**src/hdl/assert_macros.svh**
```systemverilog
// Assertion macros used by the top-level RTL file; they sample on clk and are disabled in reset.
`ifndef ASSERT_MACROS_SVH
`define ASSERT_MACROS_SVH

// Same-cycle implication.
`define TRD_ASSERT_SAME(label, ante, cons) \
    label: assert property (@(posedge clk) disable iff (!rst_n) (ante) |-> (cons)) \
        else $error("assertion failed: same-cycle implication");

// Next-cycle implication.
`define TRD_ASSERT_NEXT(label, ante, cons) \
    label: assert property (@(posedge clk) disable iff (!rst_n) (ante) |=> (cons)) \
        else $error("assertion failed: next-cycle implication");

`endif

```
**src/hdl/trd_pkg.sv**
```systemverilog
// Types, codes and helper functions of the TLS record deframer.
`default_nettype none

package trd_pkg;

    localparam int unsigned LEN_W   = 16;
    localparam int unsigned INNER_W = 24;
    localparam logic [LEN_W-1:0] MAX_LEN_RESET = 16'd16640;

    localparam logic [7:0] TYPE_CCS       = 8'd20;
    localparam logic [7:0] TYPE_ALERT     = 8'd21;
    localparam logic [7:0] TYPE_HANDSHAKE = 8'd22;
    localparam logic [7:0] TYPE_APPDATA   = 8'd23;
    localparam logic [LEN_W-1:0] HS_HDR_LEN = 16'd4;

    typedef enum logic [2:0] {
        PH_HDR0 = 3'd0,
        PH_HDR1 = 3'd1,
        PH_HDR2 = 3'd2,
        PH_HDR3 = 3'd3,
        PH_HDR4 = 3'd4,
        PH_BODY = 3'd5
    } phase_t;

    typedef enum logic [1:0] {
        KIND_CCS       = 2'd0,
        KIND_ALERT     = 2'd1,
        KIND_HANDSHAKE = 2'd2,
        KIND_APPDATA   = 2'd3
    } kind_t;

    typedef enum logic [1:0] {
        ST_COMPLETE = 2'd0,
        ST_BAD_TYPE = 2'd1,
        ST_TOO_LONG = 2'd2
    } status_t;

    // Per-direction parse context.
    typedef struct packed {
        phase_t             phase;
        kind_t              kind;
        logic [LEN_W-1:0]   len;
        logic [LEN_W-1:0]   seen;
        logic               ccs_pending;
        logic [INNER_W-1:0] inner;
        logic               stuck;
        logic               type_bad;
    } ctx_t;

    localparam ctx_t CTX_RESET = '{
        phase:       PH_HDR0,
        kind:        KIND_CCS,
        len:         '0,
        seen:        '0,
        ccs_pending: 1'b0,
        inner:       '0,
        stuck:       1'b0,
        type_bad:    1'b0
    };

    // One result as produced by the context update.
    typedef struct packed {
        status_t          status;
        kind_t            kind;
        logic [LEN_W-1:0] length;
        logic             accepted;
    } result_t;

    // Pending-CCS flag after a record completes.
    function automatic logic pending_after(input kind_t kind, input logic pending);
        logic p;
        p = pending;
        if (kind == KIND_CCS)
        begin
            p = 1'b1;
        end
        else if (kind == KIND_HANDSHAKE)
        begin
            p = 1'b0;
        end
        return p;
    endfunction

    // Handshake acceptance: after a CCS the inner length must be record length minus 4.
    function automatic logic accept_check(input kind_t kind, input logic pending,
                                          input logic [LEN_W-1:0] len,
                                          input logic [INNER_W-1:0] inner);
        logic             acc;
        logic [LEN_W-1:0] msg_len;
        acc     = 1'b1;
        msg_len = len - HS_HDR_LEN;
        if (kind == KIND_HANDSHAKE && pending)
        begin
            acc = (len >= HS_HDR_LEN) && (inner == {{(INNER_W-LEN_W){1'b0}}, msg_len});
        end
        return acc;
    endfunction

endpackage

`default_nettype wire

```
**src/hdl/trd_if.sv**
```systemverilog
// Valid/ready stream interfaces for the deframer's byte input and result output.
`default_nettype none

interface trd_byte_if;
    logic       valid;
    logic       ready;
    logic [7:0] data_byte;
    logic       direction;
    logic       flow_start;

    modport source (output valid, output data_byte, output direction, output flow_start,
                    input ready);
    modport sink (input valid, input data_byte, input direction, input flow_start,
                  output ready);
endinterface

interface trd_result_if;
    logic        valid;
    logic        ready;
    logic        result_direction;
    logic [1:0]  status;
    logic [1:0]  record_kind;
    logic [15:0] record_length;
    logic        handshake_accepted;

    modport source (output valid, output result_direction, output status,
                    output record_kind, output record_length, output handshake_accepted,
                    input ready);
    modport sink (input valid, input result_direction, input status,
                  input record_kind, input record_length, input handshake_accepted,
                  output ready);
endinterface

`default_nettype wire

```
**src/hdl/tls_record_deframer.sv**
```systemverilog
// Top level of the TLS record-layer deframer.
//
// Takes TCP payload bytes of one flow, one byte per transfer, each tagged with
// its direction, and keeps one record-layer parse context per direction. A
// record is a 5-byte header (content type, two version bytes, big-endian body
// length) and its body. One result transfer comes out when a record's last
// byte arrives (at the fifth header byte for a zero-length record), giving
// kind and length; handshake records after a ChangeCipherSpec, with no
// handshake between, in the same direction are accepted only if body bytes
// 1..3 hold record length minus 4. A content type outside 20..23 or a length
// above max_record_length gives one error result at the fifth header byte,
// after which that direction ignores its bytes until flow_start or reset.
// flow_start on a byte clears both contexts before that byte is parsed.
// Rate: one byte per cycle while no result is held back at the result port. A
// byte passes an input register and then one combinational context update
// into the result register, where its result waits until it is taken.
// Only the result port back-pressures: bytes that produce no result keep
// flowing while a result waits in the output register. The user must write
// max_record_length through cfg_we/cfg_wdata only while the block is idle;
// the block itself does not enforce this.
`default_nettype none
`include "assert_macros.svh"

module tls_record_deframer (
    input  logic                      clk,
    input  logic                      rst_n,
    input  logic                      cfg_we,
    input  logic [trd_pkg::LEN_W-1:0] cfg_wdata,
    trd_byte_if.sink                  bytes,
    trd_result_if.source              results
);

    // Config register
    logic [trd_pkg::LEN_W-1:0] max_len_reg;

    // Input stage
    logic       s1_valid_reg;
    logic [7:0] s1_byte_reg;
    logic       s1_dir_reg;
    logic       s1_start_reg;

    // Per-direction contexts
    trd_pkg::ctx_t ctx_reg [2];
    trd_pkg::ctx_t cur_ctx;
    trd_pkg::ctx_t nxt_ctx;

    // Update results
    logic             res_valid;
    trd_pkg::result_t res;

    // Output stage
    logic             out_valid_reg;
    logic             out_dir_reg;
    trd_pkg::result_t out_res_reg;

    logic out_free;
    logic s1_advance;

    always_ff @(posedge clk or negedge rst_n)
    begin
        if (!rst_n)
        begin
            max_len_reg <= trd_pkg::MAX_LEN_RESET;
        end
        else if (cfg_we)
        begin
            max_len_reg <= cfg_wdata;
        end
    end

    // Handshake: the input stage drains when its byte gives no result or the
    // output register is free (empty or being taken this cycle).
    assign out_free    = !out_valid_reg || results.ready;
    assign s1_advance  = s1_valid_reg && (!res_valid || out_free);
    assign bytes.ready = !s1_valid_reg || s1_advance;

    always_ff @(posedge clk or negedge rst_n)
    begin
        if (!rst_n)
        begin
            s1_valid_reg <= 1'b0;
        end
        else if (bytes.ready)
        begin
            s1_valid_reg <= bytes.valid;
        end
    end

    always_ff @(posedge clk)
    begin
        if (bytes.valid && bytes.ready)
        begin
            s1_byte_reg  <= bytes.data_byte;
            s1_dir_reg   <= bytes.direction;
            s1_start_reg <= bytes.flow_start;
        end
    end

    // flow_start wipes the context before the byte is parsed
    assign cur_ctx = s1_start_reg ? trd_pkg::CTX_RESET : ctx_reg[s1_dir_reg];

    trd_ctx_update u_update (
        .cur       (cur_ctx),
        .data_byte (s1_byte_reg),
        .max_len   (max_len_reg),
        .nxt       (nxt_ctx),
        .res_valid (res_valid),
        .res       (res)
    );

    always_ff @(posedge clk or negedge rst_n)
    begin
        if (!rst_n)
        begin
            ctx_reg[0] <= trd_pkg::CTX_RESET;
            ctx_reg[1] <= trd_pkg::CTX_RESET;
        end
        else if (s1_advance)
        begin
            for (int d = 0; d < 2; d++)
            begin
                if (s1_dir_reg == d[0])
                begin
                    ctx_reg[d] <= nxt_ctx;
                end
                else if (s1_start_reg)
                begin
                    ctx_reg[d] <= trd_pkg::CTX_RESET;
                end
            end
        end
    end

    // Result register
    always_ff @(posedge clk or negedge rst_n)
    begin
        if (!rst_n)
        begin
            out_valid_reg <= 1'b0;
        end
        else if (s1_advance && res_valid)
        begin
            out_valid_reg <= 1'b1;
        end
        else if (results.ready)
        begin
            out_valid_reg <= 1'b0;
        end
    end

    always_ff @(posedge clk)
    begin
        if (s1_advance && res_valid)
        begin
            out_dir_reg <= s1_dir_reg;
            out_res_reg <= res;
        end
    end

    assign results.valid              = out_valid_reg;
    assign results.result_direction   = out_dir_reg;
    assign results.status             = out_res_reg.status;
    assign results.record_kind        = out_res_reg.kind;
    assign results.record_length      = out_res_reg.length;
    assign results.handshake_accepted = out_res_reg.accepted;

    // A direction only gets stuck together with an error result.
    `TRD_ASSERT_SAME(a_stuck_fwd_err, $rose(ctx_reg[0].stuck),
        out_valid_reg && !out_dir_reg && out_res_reg.status != trd_pkg::ST_COMPLETE)
    `TRD_ASSERT_SAME(a_stuck_rev_err, $rose(ctx_reg[1].stuck),
        out_valid_reg && out_dir_reg && out_res_reg.status != trd_pkg::ST_COMPLETE)
    // In the forward direction's body the byte count stays below the record length.
    `TRD_ASSERT_SAME(a_body_count_fwd, ctx_reg[0].phase == trd_pkg::PH_BODY,
        ctx_reg[0].seen < ctx_reg[0].len)
    // A byte held back by a full output register stays in the input stage.
    `TRD_ASSERT_NEXT(a_s1_hold, s1_valid_reg && !s1_advance,
        s1_valid_reg && $stable(s1_byte_reg) && $stable(s1_dir_reg))

endmodule

`default_nettype wire

```
**src/hdl/trd_ctx_update.sv**
```systemverilog
// Combinational record-layer parse step: one byte against one direction's context.
`default_nettype none

module trd_ctx_update (
    input  trd_pkg::ctx_t                  cur,
    input  logic [7:0]                     data_byte,
    input  logic [trd_pkg::LEN_W-1:0]      max_len,
    output trd_pkg::ctx_t                  nxt,
    output logic                           res_valid,
    output trd_pkg::result_t               res
);

    logic [trd_pkg::LEN_W-1:0]   len_full;
    logic [trd_pkg::LEN_W-1:0]   seen_inc;
    logic [trd_pkg::INNER_W-1:0] inner_shift;
    logic                        in_inner;
    logic                        byte_bad;

    assign len_full    = {cur.len[trd_pkg::LEN_W-1:8], data_byte};
    assign seen_inc    = cur.seen + 16'd1;
    assign in_inner    = (cur.seen >= 16'd1) && (cur.seen <= 16'd3);
    assign inner_shift = in_inner ? {cur.inner[trd_pkg::INNER_W-9:0], data_byte} : cur.inner;
    assign byte_bad    = (data_byte < trd_pkg::TYPE_CCS) || (data_byte > trd_pkg::TYPE_APPDATA);

    // Next context
    always_comb
    begin
        nxt = cur;
        if (!cur.stuck)
        begin
            unique case (cur.phase)
                trd_pkg::PH_HDR1: nxt.phase = trd_pkg::PH_HDR2;
                trd_pkg::PH_HDR2: nxt.phase = trd_pkg::PH_HDR3;
                trd_pkg::PH_HDR3:
                begin
                    nxt.len   = {data_byte, 8'h00};
                    nxt.phase = trd_pkg::PH_HDR4;
                end
                trd_pkg::PH_HDR4:
                begin
                    nxt.len = len_full;
                    if (cur.type_bad || (len_full > max_len))
                    begin
                        nxt.stuck = 1'b1;
                    end
                    else
                    begin
                        nxt.seen  = '0;
                        nxt.inner = '0;
                        if (len_full == '0)
                        begin
                            nxt.ccs_pending = trd_pkg::pending_after(cur.kind, cur.ccs_pending);
                            nxt.phase       = trd_pkg::PH_HDR0;
                        end
                        else
                        begin
                            nxt.phase = trd_pkg::PH_BODY;
                        end
                    end
                end
                trd_pkg::PH_BODY:
                begin
                    nxt.inner = inner_shift;
                    nxt.seen  = seen_inc;
                    if (seen_inc == cur.len)
                    begin
                        nxt.ccs_pending = trd_pkg::pending_after(cur.kind, cur.ccs_pending);
                        nxt.phase       = trd_pkg::PH_HDR0;
                    end
                end
                default:
                begin
                    // header byte zero; unused phase codes land here too
                    nxt.type_bad = byte_bad;
                    nxt.kind     = byte_bad ? trd_pkg::KIND_CCS
                                            : trd_pkg::kind_t'(data_byte[1:0]);
                    nxt.phase    = trd_pkg::PH_HDR1;
                end
            endcase
        end
    end

    // Result
    always_comb
    begin
        res_valid    = 1'b0;
        res.status   = trd_pkg::ST_COMPLETE;
        res.kind     = cur.kind;
        res.length   = cur.len;
        res.accepted = 1'b1;
        if (!cur.stuck)
        begin
            unique case (cur.phase)
                trd_pkg::PH_HDR4:
                begin
                    res.length = len_full;
                    if (cur.type_bad)
                    begin
                        res_valid  = 1'b1;
                        res.status = trd_pkg::ST_BAD_TYPE;
                        res.kind   = trd_pkg::KIND_CCS;
                    end
                    else if (len_full > max_len)
                    begin
                        res_valid  = 1'b1;
                        res.status = trd_pkg::ST_TOO_LONG;
                    end
                    else if (len_full == '0)
                    begin
                        res_valid    = 1'b1;
                        res.accepted = trd_pkg::accept_check(cur.kind, cur.ccs_pending,
                                                             len_full, '0);
                    end
                end
                trd_pkg::PH_BODY:
                begin
                    if (seen_inc == cur.len)
                    begin
                        res_valid    = 1'b1;
                        res.accepted = trd_pkg::accept_check(cur.kind, cur.ccs_pending,
                                                             cur.len, inner_shift);
                    end
                end
                default:
                begin
                    res_valid = 1'b0;
                end
            endcase
        end
    end

endmodule

`default_nettype wire

```
**src/flat_wrapper.sv**
```systemverilog
// flat-port wrapper written by rule: the top's interface ports become plain ports
module tls_record_deframer_flat 
  (clk, rst_n, cfg_we, cfg_wdata, bytes_valid, bytes_data_byte, bytes_direction, bytes_flow_start, bytes_ready, results_valid, results_result_direction, results_status, results_record_kind, results_record_length, results_handshake_accepted, results_ready);
  trd_byte_if bytes_i ();
  trd_result_if results_i ();
  input  logic clk;
  input  logic rst_n;
  input  logic cfg_we;
  input  logic [trd_pkg::LEN_W-1:0] cfg_wdata;
  input wire logic [$bits(bytes_i.valid)-1:0] bytes_valid;
  input wire logic [$bits(bytes_i.data_byte)-1:0] bytes_data_byte;
  input wire logic [$bits(bytes_i.direction)-1:0] bytes_direction;
  input wire logic [$bits(bytes_i.flow_start)-1:0] bytes_flow_start;
  output wire logic [$bits(bytes_i.ready)-1:0] bytes_ready;
  output wire logic [$bits(results_i.valid)-1:0] results_valid;
  output wire logic [$bits(results_i.result_direction)-1:0] results_result_direction;
  output wire logic [$bits(results_i.status)-1:0] results_status;
  output wire logic [$bits(results_i.record_kind)-1:0] results_record_kind;
  output wire logic [$bits(results_i.record_length)-1:0] results_record_length;
  output wire logic [$bits(results_i.handshake_accepted)-1:0] results_handshake_accepted;
  input wire logic [$bits(results_i.ready)-1:0] results_ready;
  assign bytes_i.valid = bytes_valid;
  assign bytes_i.data_byte = bytes_data_byte;
  assign bytes_i.direction = bytes_direction;
  assign bytes_i.flow_start = bytes_flow_start;
  assign bytes_ready = bytes_i.ready;
  assign results_valid = results_i.valid;
  assign results_result_direction = results_i.result_direction;
  assign results_status = results_i.status;
  assign results_record_kind = results_i.record_kind;
  assign results_record_length = results_i.record_length;
  assign results_handshake_accepted = results_i.handshake_accepted;
  assign results_i.ready = results_ready;
  tls_record_deframer u_core (.clk(clk), .rst_n(rst_n), .cfg_we(cfg_we), .cfg_wdata(cfg_wdata), .bytes(bytes_i), .results(results_i));
endmodule
```
**config.mk**
```make
export PLATFORM = sky130hd
export DESIGN_NAME = tls_record_deframer_flat
export DESIGN_NICKNAME = d
export VERILOG_FILES = /design/src/hdl/trd_pkg.sv /design/src/hdl/trd_if.sv /design/src/hdl/tls_record_deframer.sv /design/src/hdl/trd_ctx_update.sv /design/src/flat_wrapper.sv
export VERILOG_INCLUDE_DIRS = /design/src /design/src/hdl
export SDC_FILE = /design/constraint.sdc
export NUM_CORES = 1
export LEC_CHECK = 0
export ABC_AREA = 1
export BUFFER_PORTS_ARGS = -buffer_cell sky130_fd_sc_hd__buf_2
export CAP_MARGIN = 0
export CORE_ASPECT_RATIO = 0.8
export CORE_MARGIN = 2
export CORE_UTILIZATION = 50
export DETAILED_ROUTE_END_ITERATION = 16
export PLACE_DENSITY_LB_ADDON = 0.12
export RECOVER_POWER = 50
export SLEW_MARGIN = 0
export SYNTH_ARGS = -nofsm -noshare
export SYNTH_HDL_FRONTEND = slang
export SYNTH_SLANG_ARGS = --single-unit
```
**constraint.sdc**
```tcl
create_clock -name clk -period 10.82 [get_ports clk]
set_input_delay 1.082 -clock clk [delete_from_list [all_inputs] [get_ports clk]]
set_output_delay 1.082 -clock clk [all_outputs]
set_load 0.005 [all_outputs]
```
==> impl_metrics.toml <==
[synthesis]
syn_area_um2 = 10900
synth_cell_types = 40
ys_ff_latch = 178
synth_ff_type = "dfrtp_1"
async_flop_share_pct = 82.0
yosys.area.top_type = "dfrtp_1"
syn_avg_cell_area_um2 = 7.47
yosysTopAreaCellShare_pct = 33.0
ys_seq_area_share_pct = 42.3
synth_cells = 1462
syn_nets = 1514
synthTopCellsByArea = "dfrtp_1, nand2_1, edfxtp_1, nand4_1, nand3_1"
synth_edf_count = 32
yosysWarnings = 0

[die]
fp.coreArea_um2 = 21500
design.die.area_um2 = 23000
start_util_pct = 50.8
ioPinCount = 55
die_h_um = 136
num_rows = 48
die_w_um = 169

[routing]
routed_wirelength_mm = 32.1
route.detailed.drc = 0
drt_iter0_markers = 1205
vias = 10300
routed_via_density = 5.92
drtPass1Iterations = 6
antenna_left = 0
wire_per_inst_um = 18.4

[clock_network]
clkTransAtPathRegs_ps = 60
cts_root_buffer = "clkbuf_16"
hold_buffers = 0
cts_buffers = 17
clock_latency_ps = 450
cts_tree = "built"
cts_resized = 0
clk_path_buf_depth = 2
cts.sinks = 178
cts_max_level = 4
post_cts_buffers = 0

[power_and_ir_drop]
worst_ir_drop_vdd_mv = 0.0751
cellPowerDensity_nw_per_um2 = 123
pwr-share-seq_pct = 49.9
p_sw_share_pct = 27.5
p_int_mw = 1.04
clockPowerShare_pct = 40.3
leakagePower_nw = 5.94
p_switching_uw = 394
comb_power_share_pct = 9.8

[placed_design]
port_buffers = 54
routabilityCongestion = 0.925
dp_hpwl_mm = 20.7
place_ws_ps = 3880

[global_routing]
grt_usage_pct = 28.8
grt_pass1_wl_mm = 51.8
antenna_found_initial = 0
grt_max_degree = 114
grt_overflow = 0
grt_pass1_vias = 9638

[sta]
fmax_ghz = 0.141
fin_skew_ps = 13.9
slew_headroom_pct = -179
finalSetupTns_ps = 0
tightest_slew_ps = 4180
finalMaxSlewViolations = 78
period_share_pct = 65.7
hold_violations = 0
fin_ws_ps = 3710
period_minus_slack_ps = 7110
rsz0062_at_grt = "false"
setup_viol = 0

[setup_path]
crit_arrival_ps = 7160
critPathMaxFanout = 113
crit_type = "reg2reg"
critPathLaunch = "u_core.s1_dir_reg$_DFFE_PP_"
cp_data_required_time_ps = 10870
rr_startpoint = "u_core.s1_dir_reg$_DFFE_PP_"
end_kind = "flip-flop"
critPathLaunchType = "flip-flop"

[finish]
nets = 1507
largest_reg_flops = 128
n_antenna_cell = 0
fillCellCount = 2140
area_growth_syn_to_layout_pct = 6.68
most-common-layout-cells = "nand2_1, nand4_1, dfrtp_1"
drive_above_1_share_pct = 8.79
final_common_cell = "nand2_1"

[min_path]
hold_class = "reg2reg"
worstHoldStart = "u_core.ctx_reg[51]$_DFFE_PN0P_"

[run_status]
violations = "capacitance limit, slew limit"
outcome = "complete, but fails checks"

[run]
cap_violations = 1
## per-layer routing
layer	part of all wire [%]	vias to the layer above	wire, um	GRT usage [%]
li1	-	4935	-	-
met2	43	426	13700	43.2
met1	47	4907	14900	42.1
met4	1.9	2	599	7.60
met5	0.26	-	82	2.83
met3	8.7	53	2800	6.08
## layout make-up
| cell class | instances | area [um^2] | share of cell area (%) |
|---|---|---|---|
| Inverter | 98 | 368 | 3.16 |
| Multi-Input combinational cell | 1092 | 5430 | 46.6 |
| Clock buffer | 23 | 478 | 4.10 |
| Tap cell | 275 | 344 | 2.95 |
| Timing Repair Buffer | 68 | 352 | 3.02 |
| Sequential cell | 178 | 4620 | 39.7 |
| Clock inverter | 9 | 58.8 | 0.505 |
## worst max-delay path, stage by stage, from the launching register on
cell	delay, ps
edfxtp_1	810
buf_4	780
nor2_4	50
buf_4	360
a22oi_1	510
inv_1	180
ha_1	340
a21oi_1	140
o21a_1	140
nor2_1	40
nor3b_1	160
nand2_1	70
nand2_1	210
nand2_1	170
o21ai_1	200
nand2_2	110
nand3_4	180
buf_4	860
nand4_1	250
inv_1	910
## kinds of logic (layout without fill, tap and decap cells)
logic type / after synthesis / count (layout) / synth area share, %
flip-flops: 178 / 178 / 42.3
adder cells (fa/ha/maj): 21 / 21 / 2.41
multiplexers: 1 / 1 / 0.103
buffers and inverters: 192 / 198 / 8.20
AND/OR/NAND/NOR: 889 / 889 / 36.7
AO/OA/AOI/OAI: 166 / 166 / 9.06
XOR/XNOR: 15 / 15 / 1.20
## synth_stat cells, types with 12 or more instances
master,n
clkbuf_1,34
edfxtp_1,32
o21ai_0,66
nand2_1,546
nor2_2,12
a22oi_1,41
buf_1,13
nand4_1,143
xor2_1,13
buf_2,26
a21oi_1,15
nor2_1,57
dfrtp_1,144
nand2_2,18
buf_6,15
o22ai_1,32
inv_1,93
nand3_1,84
ha_1,21
## per-stage QoR
step / power [mW] / utilization, % / hold slack (ps) / instance area [um^2] / cells
floorplan: 0.817 / - / 442 / 10900 / 1462
global placement: 0.864 / 51.8 / 454 / 11100 / 1711
detailed placement: 0.867 / 51.8 / 458 / 11100 / 1711
CTS: 1.44 / 54.3 / 475 / 11700 / 1743
global route: 1.48 / 54.2 / 483 / 11600 / 1743
finish: 1.43 / 54.2 / 472 / 11600 / 1743
## power by group through the flow
| stage | combinational (mW) | sequential [mW] | clock (mW) |
|---|---|---|---|
| 3_5_place_dp | 0.140 | 0.727 | 0 |
| 4_1_cts | 0.141 | 0.714 | 0.589 |
| 3_3_place_gp | 0.137 | 0.727 | 0 |
| 5_1_grt | 0.157 | 0.717 | 0.610 |
| 2_1_floorplan | 0.0994 | 0.717 | 0 |
| 6_report | 0.141 | 0.716 | 0.578 |
## path summary, 6_finish.rpt
path                                                               to  slack, ps  cells past startpoint
max in group asynchronous             u_core.s1_valid_reg$_DFFE_PN0N_       6000                      2
hold reg to reg                        u_core.ctx_reg[51]$_DFFE_PN0P_        470                      2
setup / recovery           u_core.results.record_length[14]$_DFFE_PP_       3710                     19
setup reg to reg           u_core.results.record_length[14]$_DFFE_PP_       3710                     19
min in group asynchronous          u_core.max_len_reg[11]$_DFFE_PN0P_       2100                      1
hold / removal                         u_core.ctx_reg[51]$_DFFE_PN0P_        470                      2
(Power assumes the default switching activity.)
